==> config.mk <==
export PLATFORM = sky130hd
export DESIGN_NAME = escaped_string_decoder_top_flat
export DESIGN_NICKNAME = d
export VERILOG_FILES = /design/src/esd_pkg.sv /design/src/esd_in_if.sv /design/src/esd_out_if.sv /design/src/esd_front.sv /design/src/esd_fifo.sv /design/src/esd_back.sv /design/src/escaped_string_decoder_top.sv /design/src/flat_wrapper.sv
export SDC_FILE = /design/constraint.sdc
export NUM_CORES = 1
export LEC_CHECK = 0
export BUFFER_PORTS_ARGS = -buffer_cell sky130_fd_sc_hd__buf_2
export CAP_MARGIN = 5
export CELL_PAD_IN_SITES_DETAIL_PLACEMENT = 1
export CELL_PAD_IN_SITES_GLOBAL_PLACEMENT = 1
export CORE_ASPECT_RATIO = 0.5
export CORE_MARGIN = 2
export CORE_UTILIZATION = 25
export DETAILED_ROUTE_END_ITERATION = 8
export GPL_TIMING_DRIVEN = 0
export PLACE_DENSITY = 0.52
export SYNTH_ARGS = -nofsm -noshare
export SYNTH_HDL_FRONTEND = slang
export SYNTH_SLANG_ARGS = --single-unit
==> constraint.sdc <==
create_clock -name clk_i -period 7.65 [get_ports clk_i]
set_clock_uncertainty 0.15 [all_clocks]
set_input_delay 0.765 -clock clk_i [delete_from_list [all_inputs] [get_ports clk_i]]
set_output_delay 0.765 -clock clk_i [all_outputs]
set_load 0.05 [all_outputs]
==> src/esd_pkg.sv <==
// Shared types, character codes and helpers for the escaped string decoder.
`default_nettype none

package esd_pkg;

  // Default depth of the command queue between front and back.
  localparam int unsigned QueueDepth = 4;

  // Largest number of decoded bytes one input character can produce.
  localparam int unsigned MaxBytes = 3;

  // Characters recognized after a backslash.
  localparam logic [7:0] CharR      = 8'h72;
  localparam logic [7:0] CharN      = 8'h6E;
  localparam logic [7:0] CharT      = 8'h74;
  localparam logic [7:0] CharB      = 8'h62;
  localparam logic [7:0] CharZero   = 8'h30;
  localparam logic [7:0] CharX      = 8'h78;
  localparam logic [7:0] CharBslash = 8'h5C;
  localparam logic [7:0] CharQuote  = 8'h22;

  // Decoded control bytes.
  localparam logic [7:0] ByteCr  = 8'h0D;
  localparam logic [7:0] ByteLf  = 8'h0A;
  localparam logic [7:0] ByteTab = 8'h09;
  localparam logic [7:0] ByteBs  = 8'h08;
  localparam logic [7:0] ByteNul = 8'h00;

  localparam logic [15:0] CountMax = 16'hFFFF;

  typedef enum logic [1:0] {
    MODE_NORMAL = 2'd0,
    MODE_ESC    = 2'd1,
    MODE_HEX1   = 2'd2,
    MODE_HEX2   = 2'd3
  } mode_e;

  // One decoded command: up to three bytes, how many, and end of string.
  typedef struct packed {
    logic [MaxBytes-1:0][7:0] data;
    logic [1:0]               num;
    logic                     last;
  } cmd_t;

  // Hex digit value; bit 4 flags a valid digit.
  function automatic logic [4:0] nibble_of(input logic [7:0] c);
    logic [4:0] res;
    res = 5'd0;
    if (c >= 8'h30 && c <= 8'h39) begin
      res = {1'b1, 4'(c - 8'h30)};
    end else if (c >= 8'h61 && c <= 8'h66) begin
      res = {1'b1, 4'(c - 8'h57)};
    end else if (c >= 8'h41 && c <= 8'h46) begin
      res = {1'b1, 4'(c - 8'h37)};
    end
    return res;
  endfunction

endpackage

`default_nettype wire

==> src/esd_in_if.sv <==
// Input channel: one escaped character per transfer.
`default_nettype none

interface esd_in_if;
  logic       valid;
  logic       ready;
  logic [7:0] in_char;
  logic       in_last;

  modport source (output valid, output in_char, output in_last, input ready);
  modport sink   (input valid, input in_char, input in_last, output ready);
endinterface

`default_nettype wire

==> src/esd_out_if.sv <==
// Output channel: one decoded byte per transfer.
`default_nettype none

interface esd_out_if;
  logic        valid;
  logic        ready;
  logic [7:0]  out_byte;
  logic        out_last;
  logic [15:0] out_count;

  modport source (output valid, output out_byte, output out_last, output out_count,
                  input ready);
  modport sink   (input valid, input out_byte, input out_last, input out_count,
                  output ready);
endinterface

`default_nettype wire

==> src/esd_front.sv <==
// Front end: tracks the escape state and turns each character into a command.
`default_nettype none

module esd_front (
  input  logic          clk_i,
  input  logic          rst_ni,
  esd_in_if.sink        in_i,
  input  logic          q_full_i,
  output logic          push_o,
  output esd_pkg::cmd_t cmd_o
);

  esd_pkg::mode_e mode_q, mode_d;
  logic [7:0]     held_q, held_d;
  logic           accept;
  logic           tail;
  logic [4:0]     lo_nib;
  logic [4:0]     hi_nib;
  esd_pkg::cmd_t  cmd;

  assign in_i.ready = !q_full_i;
  assign accept     = in_i.valid && in_i.ready;

  // Classify the character against the current mode.
  always_comb begin
    cmd    = '0;
    mode_d = mode_q;
    held_d = held_q;
    // a plain character emits unless it opens a new escape
    tail   = (in_i.in_char != esd_pkg::CharBslash) || in_i.in_last;
    lo_nib = esd_pkg::nibble_of(in_i.in_char);
    hi_nib = esd_pkg::nibble_of(held_q);
    case (mode_q)
      esd_pkg::MODE_ESC: begin
        mode_d = esd_pkg::MODE_NORMAL;
        cmd.num = 2'd1;
        case (in_i.in_char)
          esd_pkg::CharR:      cmd.data[0] = esd_pkg::ByteCr;
          esd_pkg::CharN:      cmd.data[0] = esd_pkg::ByteLf;
          esd_pkg::CharT:      cmd.data[0] = esd_pkg::ByteTab;
          esd_pkg::CharB:      cmd.data[0] = esd_pkg::ByteBs;
          esd_pkg::CharQuote:  cmd.data[0] = esd_pkg::CharQuote;
          esd_pkg::CharBslash: cmd.data[0] = esd_pkg::CharBslash;
          esd_pkg::CharZero:   cmd.data[0] = esd_pkg::ByteNul;
          esd_pkg::CharX: begin
            if (in_i.in_last) begin
              cmd.data[0] = esd_pkg::CharX;
            end else begin
              cmd.num = 2'd0;
              mode_d  = esd_pkg::MODE_HEX1;
            end
          end
          default: begin
            // unknown escape keeps its backslash
            cmd.data[0] = esd_pkg::CharBslash;
            cmd.data[1] = in_i.in_char;
            cmd.num     = 2'd2;
          end
        endcase
      end
      esd_pkg::MODE_HEX1: begin
        if (lo_nib[4] && !in_i.in_last) begin
          held_d = in_i.in_char;
          mode_d = esd_pkg::MODE_HEX2;
        end else begin
          cmd.data[0] = esd_pkg::CharX;
          cmd.data[1] = in_i.in_char;
          cmd.num     = tail ? 2'd2 : 2'd1;
          mode_d      = tail ? esd_pkg::MODE_NORMAL : esd_pkg::MODE_ESC;
        end
      end
      esd_pkg::MODE_HEX2: begin
        if (lo_nib[4] && hi_nib[4]) begin
          cmd.data[0] = {hi_nib[3:0], lo_nib[3:0]};
          cmd.num     = 2'd1;
          mode_d      = esd_pkg::MODE_NORMAL;
        end else begin
          cmd.data[0] = esd_pkg::CharX;
          cmd.data[1] = held_q;
          cmd.data[2] = in_i.in_char;
          cmd.num     = tail ? 2'd3 : 2'd2;
          mode_d      = tail ? esd_pkg::MODE_NORMAL : esd_pkg::MODE_ESC;
        end
      end
      default: begin
        cmd.data[0] = in_i.in_char;
        cmd.num     = tail ? 2'd1 : 2'd0;
        mode_d      = tail ? esd_pkg::MODE_NORMAL : esd_pkg::MODE_ESC;
      end
    endcase
    // end of string returns to the idle state
    if (in_i.in_last) begin
      mode_d = esd_pkg::MODE_NORMAL;
      held_d = 8'd0;
    end
    cmd.last = in_i.in_last;
  end

  assign push_o = accept && (cmd.num != 2'd0);
  assign cmd_o  = cmd;

  // Advance the escape state on each transfer.
  always_ff @(posedge clk_i or negedge rst_ni) begin
    if (!rst_ni) begin
      mode_q <= esd_pkg::MODE_NORMAL;
      held_q <= 8'd0;
    end else if (accept) begin
      mode_q <= mode_d;
      held_q <= held_d;
    end
  end

  a_last_clears_state: assert property (@(posedge clk_i) disable iff (!rst_ni)
    accept && in_i.in_last |=> mode_q == esd_pkg::MODE_NORMAL && held_q == 8'd0)
    else $error("escape state not cleared after end of string");

  a_last_always_pushes: assert property (@(posedge clk_i) disable iff (!rst_ni)
    accept && in_i.in_last |-> push_o)
    else $error("end of string produced no bytes");

endmodule

`default_nettype wire

==> src/esd_fifo.sv <==
// Command queue between the front end and the byte emitter.
`default_nettype none

module esd_fifo #(
  parameter int unsigned Depth = esd_pkg::QueueDepth
) (
  input  logic          clk_i,
  input  logic          rst_ni,
  input  logic          push_i,
  input  esd_pkg::cmd_t cmd_i,
  input  logic          pop_i,
  output logic          full_o,
  output logic          empty_o,
  output esd_pkg::cmd_t head_o
);

  localparam int unsigned PtrW = (Depth > 1) ? $clog2(Depth) : 1;
  localparam int unsigned CntW = $clog2(Depth + 1);

  esd_pkg::cmd_t       mem_q [Depth];
  logic [PtrW-1:0]     wr_ptr_q, wr_ptr_d;
  logic [PtrW-1:0]     rd_ptr_q, rd_ptr_d;
  logic [CntW-1:0]     cnt_q, cnt_d;

  assign full_o  = (cnt_q == CntW'(Depth));
  assign empty_o = (cnt_q == '0);
  assign head_o  = mem_q[rd_ptr_q];

  // Advance pointers with wrap at the depth.
  always_comb begin
    wr_ptr_d = wr_ptr_q;
    rd_ptr_d = rd_ptr_q;
    cnt_d    = cnt_q;
    if (push_i) begin
      wr_ptr_d = (wr_ptr_q == PtrW'(Depth - 1)) ? '0 : wr_ptr_q + 1'b1;
    end
    if (pop_i) begin
      rd_ptr_d = (rd_ptr_q == PtrW'(Depth - 1)) ? '0 : rd_ptr_q + 1'b1;
    end
    if (push_i && !pop_i) begin
      cnt_d = cnt_q + 1'b1;
    end else if (pop_i && !push_i) begin
      cnt_d = cnt_q - 1'b1;
    end
  end

  always_ff @(posedge clk_i or negedge rst_ni) begin
    if (!rst_ni) begin
      wr_ptr_q <= '0;
      rd_ptr_q <= '0;
      cnt_q    <= '0;
    end else begin
      wr_ptr_q <= wr_ptr_d;
      rd_ptr_q <= rd_ptr_d;
      cnt_q    <= cnt_d;
    end
  end

  // Store the pushed command.
  always_ff @(posedge clk_i) begin
    if (push_i) begin
      mem_q[wr_ptr_q] <= cmd_i;
    end
  end

  a_no_pop_empty: assert property (@(posedge clk_i) disable iff (!rst_ni)
    pop_i |-> !empty_o)
    else $error("pop from empty command queue");

  a_no_push_full: assert property (@(posedge clk_i) disable iff (!rst_ni)
    push_i |-> !full_o)
    else $error("push into full command queue");

endmodule

`default_nettype wire

==> src/esd_back.sv <==
// Back end: emits command bytes one per cycle unless out_o stalls; counts them.
`default_nettype none

module esd_back (
  input  logic          clk_i,
  input  logic          rst_ni,
  input  logic          q_empty_i,
  input  esd_pkg::cmd_t head_i,
  output logic          pop_o,
  esd_out_if.source     out_o
);

  logic        out_valid_q;
  logic [7:0]  out_byte_q, out_byte_d;
  logic        out_last_q, out_last_d;
  logic [15:0] out_count_q;
  logic [15:0] count_q, count_d;
  logic [1:0]  idx_q, idx_d;
  logic [15:0] count_inc;
  logic        head_valid;
  logic        load;
  logic        last_byte;

  assign head_valid = !q_empty_i;
  assign load       = head_valid && (!out_valid_q || out_o.ready);
  assign last_byte  = (idx_q == head_i.num - 2'd1);
  assign count_inc  = (count_q == esd_pkg::CountMax) ? count_q : count_q + 16'd1;
  assign pop_o      = load && last_byte;

  // Pick the next byte and step through the command.
  always_comb begin
    idx_d      = idx_q;
    count_d    = count_q;
    out_byte_d = head_i.data[idx_q];
    out_last_d = head_i.last && last_byte;
    if (load) begin
      if (last_byte) begin
        idx_d   = 2'd0;
        count_d = head_i.last ? 16'd0 : count_inc;
      end else begin
        idx_d   = idx_q + 2'd1;
        count_d = count_inc;
      end
    end
  end

  always_ff @(posedge clk_i or negedge rst_ni) begin
    if (!rst_ni) begin
      out_valid_q <= 1'b0;
      idx_q       <= 2'd0;
      count_q     <= 16'd0;
    end else begin
      idx_q   <= idx_d;
      count_q <= count_d;
      if (load) begin
        out_valid_q <= 1'b1;
      end else if (out_o.ready) begin
        out_valid_q <= 1'b0;
      end
    end
  end

  // Hold the output payload while the receiver stalls.
  always_ff @(posedge clk_i) begin
    if (load) begin
      out_byte_q  <= out_byte_d;
      out_last_q  <= out_last_d;
      out_count_q <= count_inc;
    end
  end

  assign out_o.valid     = out_valid_q;
  assign out_o.out_byte  = out_byte_q;
  assign out_o.out_last  = out_last_q;
  assign out_o.out_count = out_count_q;

  a_count_nonzero: assert property (@(posedge clk_i) disable iff (!rst_ni)
    out_valid_q |-> out_count_q != 16'd0)
    else $error("decoded byte carries a zero count");

  a_idx_in_range: assert property (@(posedge clk_i) disable iff (!rst_ni)
    head_valid |-> head_i.num != 2'd0 && idx_q < head_i.num)
    else $error("byte index beyond command length");

  a_idle_idx_zero: assert property (@(posedge clk_i) disable iff (!rst_ni)
    !head_valid |-> idx_q == 2'd0)
    else $error("byte index left mid-command with empty queue");

endmodule

`default_nettype wire

==> src/escaped_string_decoder_top.sv <==
// Top level of the escaped string decoder.
//
// Input channel in_i carries one character of an escaped string per transfer,
// with in_last on the final character. Output channel out_o carries decoded
// bytes, out_last on the final byte of each string and out_count, the number
// of bytes of the string so far including this one, saturating at 65535.
// Escapes \r \n \t \b \" \\ \0 and \xHH decode to one byte; a broken hex
// escape yields 'x' and the rest as plain characters; unknown escapes keep
// their backslash.
// Bytes reach out_o through the command queue and the output register.
// Throughput: one character per cycle while each yields at most one byte and
// the receiver is ready; the single-byte emitter steps through a character's
// two or three bytes while the command queue (QueueDepth entries) absorbs
// this. The emitter outputs one byte per cycle while out_o is ready.
// Reset clears the escape state, the queue, the count and the output valid.
// When the receiver stalls, the output register holds its byte, the queue
// fills, and in_i.ready drops once the queue is full.
`default_nettype none

module escaped_string_decoder_top #(
  parameter int unsigned QueueDepth = esd_pkg::QueueDepth
) (
  input  logic      clk_i,
  input  logic      rst_ni,
  esd_in_if.sink    in_i,
  esd_out_if.source out_o
);

  logic          push;
  logic          pop;
  logic          q_full;
  logic          q_empty;
  esd_pkg::cmd_t cmd;
  esd_pkg::cmd_t head;

  esd_front u_front (
    .clk_i    (clk_i),
    .rst_ni   (rst_ni),
    .in_i     (in_i),
    .q_full_i (q_full),
    .push_o   (push),
    .cmd_o    (cmd)
  );

  esd_fifo #(
    .Depth (QueueDepth)
  ) u_fifo (
    .clk_i   (clk_i),
    .rst_ni  (rst_ni),
    .push_i  (push),
    .cmd_i   (cmd),
    .pop_i   (pop),
    .full_o  (q_full),
    .empty_o (q_empty),
    .head_o  (head)
  );

  esd_back u_back (
    .clk_i     (clk_i),
    .rst_ni    (rst_ni),
    .q_empty_i (q_empty),
    .head_i    (head),
    .pop_o     (pop),
    .out_o     (out_o)
  );

endmodule

`default_nettype wire
==> src/flat_wrapper.sv <==
// flat-port wrapper written by rule: the top's interface ports become plain ports
module escaped_string_decoder_top_flat 
#(
  parameter int unsigned QueueDepth = esd_pkg::QueueDepth
)
  (clk_i, rst_ni, in_i_valid, in_i_in_char, in_i_in_last, in_i_ready, out_o_valid, out_o_out_byte, out_o_out_last, out_o_out_count, out_o_ready);
  esd_in_if in_i_i ();
  esd_out_if out_o_i ();
  input  logic clk_i;
  input  logic rst_ni;
  input wire logic [$bits(in_i_i.valid)-1:0] in_i_valid;
  input wire logic [$bits(in_i_i.in_char)-1:0] in_i_in_char;
  input wire logic [$bits(in_i_i.in_last)-1:0] in_i_in_last;
  output wire logic [$bits(in_i_i.ready)-1:0] in_i_ready;
  output wire logic [$bits(out_o_i.valid)-1:0] out_o_valid;
  output wire logic [$bits(out_o_i.out_byte)-1:0] out_o_out_byte;
  output wire logic [$bits(out_o_i.out_last)-1:0] out_o_out_last;
  output wire logic [$bits(out_o_i.out_count)-1:0] out_o_out_count;
  input wire logic [$bits(out_o_i.ready)-1:0] out_o_ready;
  assign in_i_i.valid = in_i_valid;
  assign in_i_i.in_char = in_i_in_char;
  assign in_i_i.in_last = in_i_in_last;
  assign in_i_ready = in_i_i.ready;
  assign out_o_valid = out_o_i.valid;
  assign out_o_out_byte = out_o_i.out_byte;
  assign out_o_out_last = out_o_i.out_last;
  assign out_o_out_count = out_o_i.out_count;
  assign out_o_i.ready = out_o_ready;
  escaped_string_decoder_top #(.QueueDepth(QueueDepth)) u_core (.clk_i(clk_i), .rst_ni(rst_ni), .in_i(in_i_i), .out_o(out_o_i));
endmodule
==> results of run 1 <==
layer usage:
metal	up-vias	GRT usage (%)
met2	63	21.5
met4	0	4.64
met1	2489	16.4
li1	2258	-
met5	-	0
met3	23	3.09
kinds of logic (layout without fill, tap and decap cells):
logic type / Yosys count / count (layout) / synth area share [%]
buffers and inverters: 57 / 125 / 2.85
XOR/XNOR: 18 / 18 / 2.01
flip-flops: 169 / 169 / 62.3
AND/OR/NAND/NOR: 139 / 139 / 9.19
adder cells (fa/ha/maj): 16 / 16 / 2.64
multiplexers: 44 / 44 / 10.0
AO/OA/AOI/OAI: 115 / 115 / 11.0
where the power goes:
| group | leakage, nW | internal [mW] | switching [mW] |
|---|---|---|---|
| clock | 0.292 | 0.469 | 0.422 |
| sequential | 1.72 | 1.24 | 0.0776 |
| combinational | 1.26 | 0.347 | 0.680 |
| total | 3.28 | 2.05 | 1.18 |
cell usage after synthesis, types with 7 or more instances:
library cell  count  share of area [%]
a21oi_1          13               0.83
a21o_1            7               0.67
o22ai_1          10               0.80
mux2i_1          11                1.4
nor3_1            8               0.51
nand2b_1          8               0.64
inv_1            28                1.3
xnor2_1          12                1.3
o21ai_0          19                1.2
nor2_1           30                1.4
and2_1           12               0.96
edfxtp_1        133                 51
dfrtp_1          36                 11
nand2_1          37                1.8
nand3_1          12               0.76
clkbuf_1         19               0.91
a22o_1           21                2.3
mux4_2           27                7.7
ha_1             15                2.4
path summary, 6_finish.rpt:
path                                        endpoint  slack [ns]  cells after the start
min reg2reg                   u_core.u_fifo.cnt_q[2]        0.35                      1
min in group clk_i            u_core.u_fifo.cnt_q[2]        0.35                      1
max reg2reg                   u_core.u_fifo.cnt_q[1]        3.97                     11
max                           u_core.u_fifo.cnt_q[2]        3.43                     14
min                        u_core.u_back.count_q[14]        0.32                      1
max in group asynchronous   u_core.u_front.mode_q[1]        6.42                      1
sequential cells by signal, indices dropped and copies added (netlist names), 2 cells and up:
signal / count
u_core.u_fifo.rd_ptr_q: 2
u_core.u_back.idx_q: 2
u_core.u_fifo.mem_q: 108
u_core.u_back.count_q: 16
u_core.u_front.held_q: 8
u_core.u_fifo.wr_ptr_q: 2
u_core.u_back.out_o.out_count: 16
u_core.u_back.out_o.out_byte: 8
u_core.u_fifo.cnt_q: 3
u_core.u_front.mode_q: 2
through the flow:
stage | hold slack (ns) | total power, mW
floorplan | 0.314 | 2.08
global placement | 0.327 | 2.37
detailed placement | 0.337 | 2.39
CTS | 0.335 | 3.29
global route | 0.378 | 3.42
finish | 0.320 | 3.23
cell type report:
class / instances / area, sq um / area share (%)
Timing Repair Buffer: 36 / 180 / 1.97
Clock inverter: 15 / 171 / 1.87
Buffer: 29 / 120 / 1.31
Sequential cell: 169 / 4890 / 53.4
Inverter: 28 / 105 / 1.15
Tap cell: 423 / 529 / 5.77
Multi-Input combinational cell: 332 / 2740 / 29.9
Clock buffer: 17 / 425 / 4.64
==> results by stage, run 1 <==
CTS:
- Clock-pin slew was measured on the worst setup and hold paths at 0.07 ns.
- The H-tree was split into 4 levels.
- Clock tree synthesis inserted a total of 17 buffers.
- The number of hold buffers added after CTS was 0.
- Counting along the longest clock path gives a buffer depth of 2.
- The number of resized instances in the post-cts repair step is 0.
- The root buffer cell chosen for the clock tree is clkbuf_16.
- In this run the post-CTS setup repair buffer count came out at 0.
- The CTS tree is done.
- The number of clock sinks seen by CTS is 169.
- The latest clock arrival within the worst-skew pair is 0.45 ns.

STA:
- After layout, the worst setup slack is 3.43 ns.
- The post-layout minimum cycle time is 4.22 ns.
- In the final timing run, aggregate negative setup slack is 0 ns.
- The share of the clock period used by the worst path after layout is 55.2%.
- Setup violations remaining at the end of the flow were counted as 0.
- The maximum clock frequency is 0.237 GHz.
- Measured against its own limit, the worst slew margin works out to 35.8%.
- Setup repair after global routing left no endpoint under its margin.
- The total count of hold-check failures in the final report is 0.
- The max-slew violation count came to 0.
- The transition time at the pin with the least slew margin is 0.963 ns.

Place:
- Detailed placement ended at an HPWL of 13000 microns.
- The worst-case setup slack after placement is 3.04 ns.
- At the end of routability-driven placement, the weighted congestion stood at 0.772.
- During placement, the flow inserted port buffers numbering 36.
- The number of cells after detailed placement is 1017.
- Once placement finished, the instance area stood at 8570 sq um.

Logic synthesis:
- A synthesized cell averages 14.1 sq um.
- The number of synthesized register bits is 169.
- After technology mapping, the gate count stands at 558.
- Summing every instance area after synthesis gives 7850 sq um.
- The count of yosys warnings during synthesis is 0.
- In the synthesized netlist the dominant register cell turns out to be edfxtp_1.
- The share of synthesized registers carrying an async set or reset is 21.3%.
- The net count of the mapped netlist is 587.
- The number of enable flip-flop cells after synthesis is 133.
- The netlist uses 68 different library cells.
- The share of synthesized area occupied by flip-flops and latches is 62.3%.

Routing:
- Summing over every cut layer, the via total after detailed routing is 4833.
- The first detailed-routing pass took 5 iterations.
- The remaining routing DRC violations is 0.
- Dividing the detail-routed via count by the number of cells gives 4.61.
- The initial DRC count is 312.
- Summed over all nets, wire length on met2 after detailed routing comes to 9480 microns.
- The highest metal layer used by the detailed router is met4.
- The length of routed met3 wiring is 706 microns.
- The routed length per instance is 18.8 microns.
- After detailed routing, the wire length on met1 is 9150 microns.
- The detail route stage leaves a number of antenna-violating nets equal to 0.
- The routed design has 19700 microns of wire.

Worst setup path:
- In this run the worst path has a maximum fanout of 7.
- The buffering stage count on the worst path with inverters included is 3.
- Among all stages on the critical path, the largest delay is contributed by a41oi_2.
- The type of element capturing the critical path is a flop.
- The critical path is of the in -> reg type.
- STA puts the critical path data arrival time at 4.44 ns.
- The kind of start point of the critical path is an input port.
- The critical path required time is 7.87 ns.
- Among cell families on the critical path, the largest total delay comes from compound AO/OA/AOI/OAI gates.
- The signal on the critical path passes through buf_2, inv_1, ha_1, or3b_2, a31oi_1, nor2_1, a221o_1, a41oi_2, ha_1, inv_1, fa_1, xor2_1, nor2_1, xor2_1.
- In this run the worst setup path begins at in_i_in_char[0].
- The origin of the critical flop-to-flop path is u_core.u_front.held_q[0].
- The largest incremental delay on the critical path is 0.56 ns.

Cells and area:
- The count of non-filler cells in the finished layout is 1049.
- Compared with the post-synthesis result, the final layout area differs by 16.7%.
- The net total in the final layout is 642.
- The number of fillers in the final layout is 3317.
- For this run, the share of the core covered by cells in the final layout is 29.9%.
- The library cell used most frequently in the layout, excluding fill and tap cells, is edfxtp_1.
- Of the cells placed in the final design, the portion with a size suffix greater than 1 is 20.3%.
- Leaving out fill and tap cells, the most frequent cells in the layout are edfxtp_1, buf_2, nand2_1.
- The antenna diode count is 0.
- Once layout is done, the placed cells without fillers occupy 9170 sq um.

Pwr:
- The worst vdd rail ir drop is 0.167 mV.
- Dividing total power by cell area gives a power density of 353 nW/um^2.
- The leakage power is 3.28 nW.

Die:
- The vertical extent of the die is 129 microns.
- The die covers 32900 sq um.
- The initial utilization of the core area, before any placement, comes to 25.6%.
- The core footprint is 30600 sq um.
- The number of rows in the core area is 45.
- The top-level I/O count is 40.
- The die is 255 microns wide.

Global route:
- The number of antenna violations at the first check in global routing came to 0.
- The first global-routing pass estimated 31100 microns of wire.
- The total overflow left after global routing is 0.
- The largest net degree at the start of global routing is 37.
- The number of global-route vias before repair came to 5180.
- Across every metal layer, demand over resource in global routing totals 12.9%.

Hold path:
- The path class of the tightest hold or removal check is in -> async.

Status:
- The run finished with clean final reports.

Run:
- Max-cap violations in this run came to 0.
Note: power is estimated with default switching activity, not from simulation.
==> run 2, diff against run 1 <==
--- a/config.mk
+++ b/config.mk
@@ -5,6 +5,7 @@
 export SDC_FILE = /design/constraint.sdc
 export NUM_CORES = 1
 export LEC_CHECK = 0
+export ABC_AREA = 1
 export BUFFER_PORTS_ARGS = -buffer_cell sky130_fd_sc_hd__buf_2
 export CAP_MARGIN = 5
 export CELL_PAD_IN_SITES_DETAIL_PLACEMENT = 1
@@ -14,7 +15,7 @@
 export CORE_UTILIZATION = 25
 export DETAILED_ROUTE_END_ITERATION = 8
 export GPL_TIMING_DRIVEN = 0
-export PLACE_DENSITY = 0.52
+export PLACE_DENSITY = 0.55
 export SYNTH_ARGS = -nofsm -noshare
 export SYNTH_HDL_FRONTEND = slang
 export SYNTH_SLANG_ARGS = --single-unit
==> constraint.sdc (replaced) <==
create_clock -name clk_i -period 3.5 [get_ports clk_i]
set_clock_uncertainty 0.15 [all_clocks]
set_input_delay 0.35 -clock clk_i [delete_from_list [all_inputs] [get_ports clk_i]]
set_output_delay 0.35 -clock clk_i [all_outputs]
set_load 0.05 [all_outputs]
==> run 2 against run 1 <==
Effect of this change:
- utilization rose by 0.51 points
- first-iteration DRC count is 3.8% lower
- via count is 17% higher
- worst hold slack lost 0.16 ns
- total power is 130% higher
- register-to-register slack worse by 3.6 ns
- critical path type is now reg -> reg
==> results by stage, run 2 <==
Cells and area:
- The number of flip-flops in the largest register was 108 (unchanged).
- The number of fillers in the final layout is 3500 (+5.5%).
- The antenna diode count was 0 (unchanged).
- The net total in the final layout is 850 (+32%).
- The combined flip-flop and latch cell area is 4900 sq um (about the same).
- The top cell types in the final layout, fill and taps aside, are nand2_1, edfxtp_1, nor2_1.
- The final core area utilization is 30.4% (+0.51 points).
- The area added between synthesis and finish is 18.7%.
- The combined area of the multi-input logic cells was 2610 sq um (-4.7%).
- The register bank with the most flops is u_core.u_fifo.mem_q.
- The fraction of layout cells with a size suffix above 1 is 15.0% (-5.3 points).
- The library cell used most frequently in the layout, excluding fill and tap cells, is nand2_1.

STA:
- The final worst slack is 0.405 ns (-3.02 ns).
- The transition time at the pin with the least slew margin is 0.977 ns (+0.0146 ns).
- Based on the critical path, the design can be clocked at up to 0.323 GHz.
- The smallest clock period supported by the final layout is computed as 3.10 ns.
- Setup repair after global routing left no endpoint under its margin.
- The worst slew margin relative to its limit is 34.8% (-0.97 points).
- The summed negative setup slack over all endpoints is 0 ns (unchanged).
- The worst hold margin is 0.161 ns (-0.159 ns).
- The max-slew violation count is 0 (unchanged).
- The setup-violating endpoint count in the final report is 0 (unchanged).
- The total count of hold-check failures in the final report came to 0 (unchanged).
- The share of the clock period used by the worst path after layout is 88.4%.

Routing:
- The first-pass detailed-route iteration total came to 5 (unchanged).
- The routed length per instance is 17.5 microns (-6.8%).
- The via count is 5666 (+17%).
- The remaining antenna violation count came to 0 (unchanged).
- The mean number of vias per cell is 4.51 (-2.2%).
- The total routed wirelength is 22000 microns (+12%).
- The remaining routing DRC violations was 0 (unchanged).
- The initial DRC count came to 300 (-3.8%).

Logic synthesis:
- The cell count after synthesis is 756 (+35%).
- The count of yosys warnings during synthesis is 0 (unchanged).
- The net count of the mapped netlist came to 785 (+34%).
- By instance count, the leading cell after synthesis is nand2_1.
- The share of synthesized registers carrying an async set or reset is 21.3% (unchanged).
- In the synthesized netlist the dominant register cell turns out to be edfxtp_1.
- The portion of synthesized cell area occupied by the leading cell type is 50.9% (unchanged).
- The share of synthesized area occupied by flip-flops and latches is 62.3% (unchanged).
- The number of synthesized register bits is 169 (unchanged).
- The mean instance size in the synthesized netlist is 10.4 sq um (-26%).
- The biggest area contributor in the post-synthesis netlist is edfxtp_1.
- The number of distinct library cells after synthesis is 45 (-34%).
- The netlist area before placement is 7850 sq um (unchanged).
- The number of enable flip-flop cells after synthesis is 133 (unchanged).
- In the post-synthesis netlist, the biggest area contributors are edfxtp_1, dfrtp_1, nand2_1.
- Counting instances in the post-synthesis netlist gives the leading cell types as nand2_1, edfxtp_1, nor2_1.

Worst setup path:
- The cell with the largest stage delay on the worst path is fa_1.
- The type of element capturing the critical path is a flop.
- The signal arrival time at the worst endpoint is 3.26 ns (-1.18 ns).
- The kind of cell with the highest combined delay on the critical path is simple AND/OR/NAND/NOR gates.
- The buffering stage count on the worst path with inverters included is 3 (unchanged).
- The maximum net fanout on the critical path is 6 (-1).
- The largest incremental delay on the critical path came to 0.43 ns (-0.13 ns).
- The kind of critical path is reg -> reg.
- The critical path goes through inv_1, ha_1, nand2_1, nand3_1, nand2_1, nand2_1, nand3_2, nand2_4, nand3_4, o21ai_4, inv_1, ha_1, inv_1, fa_1, a21oi_1, o21ai_0, xor2_1.
- The origin of the critical flop-to-flop path is u_core.u_front.held_q[0].
- The kind of start point of the critical path is a flop.
- The critical path required time was 3.67 ns (-4.20 ns).
- The source of the critical timing path is u_core.u_front.held_q[0].

Die:
- The area enclosed by the die boundary was 32900 sq um (unchanged).
- The core footprint is 30600 sq um (unchanged).
- The effective utilization at floorplan is 25.6% (unchanged).
- The top-level I/O count is 40 (unchanged).
- The horizontal die dimension came to 255 microns (unchanged).
- The number of rows in the core area is 45 (unchanged).
- The vertical extent of the die is 129 microns (unchanged).

CTS:
- The total clock buffers created by CTS came to 17 (unchanged).
- The number of clock sinks seen by CTS came to 169 (unchanged).
- The clock-pin slew on the worst setup and hold paths is 0.08 ns (about the same).
- TritonCTS built the clock tree.
- The latest clock arrival within the worst-skew pair is 0.44 ns (about the same).
- The deepest level of the CTS H-tree is 4 (unchanged).
- The maximum count of clock buffers along a single path is 2 (unchanged).
- The tree is rooted in a clkbuf_16.

Global route:
- The final global-route overflow total is 0 (unchanged).
- The number of antenna violations at the first check in global routing came to 0 (unchanged).
- The number of global-route vias before repair is 5870 (+13%).
- The first-pass GRT wire length is 34200 microns (+10%).
- The largest net degree at the start of global routing is 37 (unchanged).
- The global router's overall resource usage is 14.0% (+1.1 points).

Pwr:
- The portion of total power attributed to sequential cells is 37.9% (-2.8 points).
- The leakage power is 3.61 nW (+10%).
- The power per cell area is 806 nW/um^2 (+130%).
- The overall power was 7.52 mW (+130%).
- The proportion of total power due to net switching is 40.5% (+4.0 points).
- The internal power contribution came to 4.47 mW (+120%).
- The power spent charging and discharging nets is 3.05 mW (+160%).
- The portion of total power attributed to the clock network is 25.3% (-2.3 points).
- The part of the total power dissipated in combinational logic is 36.8% (+5.0 points).
- The worst vdd rail ir drop is 0.351 mV (+110%).

Status:
- The run finished with clean final reports.

Hold path:
- The start point of the worst min-delay path is in_i_in_char[3].
- The class of the tightest hold or removal check is in -> reg.

Run:
- The number of max-cap violations came to 0 (unchanged).

Place:
- The detailed placer's ending HPWL is 15700 microns (+20%).
- The weighted congestion reported at the end of routability-driven placement is 0.780 (+1.0%).
- The worst-case setup slack after placement is -0.142 ns (-3.18 ns).
- The count of port buffers added during placement is 38 (+5.6%).
==> run 2: logic make-up (layout without fill, tap and decap cells) <==
| kind of cell | after synthesis | in the layout | synth area share, % |
|---|---|---|---|
| AOI/OAI and AO/OA | 145 | 145 | 11.4 |
| xor gates and xnor gates | 14 | 14 | 1.56 |
| adders and majority gates | 16 | 16 | 2.64 |
| buffers and inverters | 96 | 174 | 4.92 |
| DFF | 169 | 169 | 62.3 |
| and+or+nand+nor | 316 | 316 | 17.1 |
==> run 2: area by class of cell <==
cell class	count	area share [%]
sequential	169	52.5
multi-input combinational	491	28.0
tap	423	5.68
clock buffer	18	4.60
timing repair buffer	46	3.44
inverter	73	2.97
clock inverter	14	1.62
buffer	23	1.18
==> run 2: power by group through the flow <==
stage	Combinational (mW)	Sequential, mW	Clock (mW)
final	2.76	2.85	1.90
after global routing	3.07	2.90	2.01
after CTS	2.82	2.86	1.94
after detailed placement	2.81	2.90	0
after global placement	2.64	2.92	0
after floorplan	1.38	3.32	0
==> run 2: tightest hold or removal path, stage by stage <==
cell and delay [ns]:
buf_6 0.11, inv_2 0.09, o21ai_0 0.16
==> run 2: stage by stage <==
step / instance area, sq um / cells
after floorplan: 7850 / 756
after global placement: 8570 / 1217
after detailed placement: 8710 / 1221
after CTS: 9310 / 1255
after global routing: 9320 / 1257
final: 9320 / 1257
==> run 2: worst paths after layout <==
| kind | endpoint | cells past startpoint | slack [ns] |
|---|---|---|---|
| setup / recovery | u_core.u_fifo.cnt_q[2] | 17 | 0.40 |
| hold / removal | u_core.u_front.held_q[3] | 3 | 0.16 |
| setup reg to reg | u_core.u_fifo.cnt_q[2] | 17 | 0.40 |
| hold reg to reg | u_core.u_front.held_q[7] | 2 | 0.33 |
| max in group asynchronous | u_core.u_front.held_q[0] | 2 | 2.06 |
| min in group asynchronous | u_core.u_back.count_q[6] | 2 | 0.46 |
==> run 2: repair_timing <==
action                     CTS  global route
resized for setup            0             1
buffers inserted             0             2
setup endpoints to repair    0             2
hold buffers                 2             0
hold endpoints to repair    37             0
==> run 2: metal layers <==
| layer | up-vias | wire, microns | GRT usage, % |
|---|---|---|---|
| met2 | 70 | 10400 | 23.4 |
| met1 | 2826 | 10600 | 18.5 |
| li1 | 2756 | - | - |
| met4 | 0 | 219 | 4.61 |
| met5 | - | 0 | 0 |
| met3 | 14 | 733 | 2.53 |
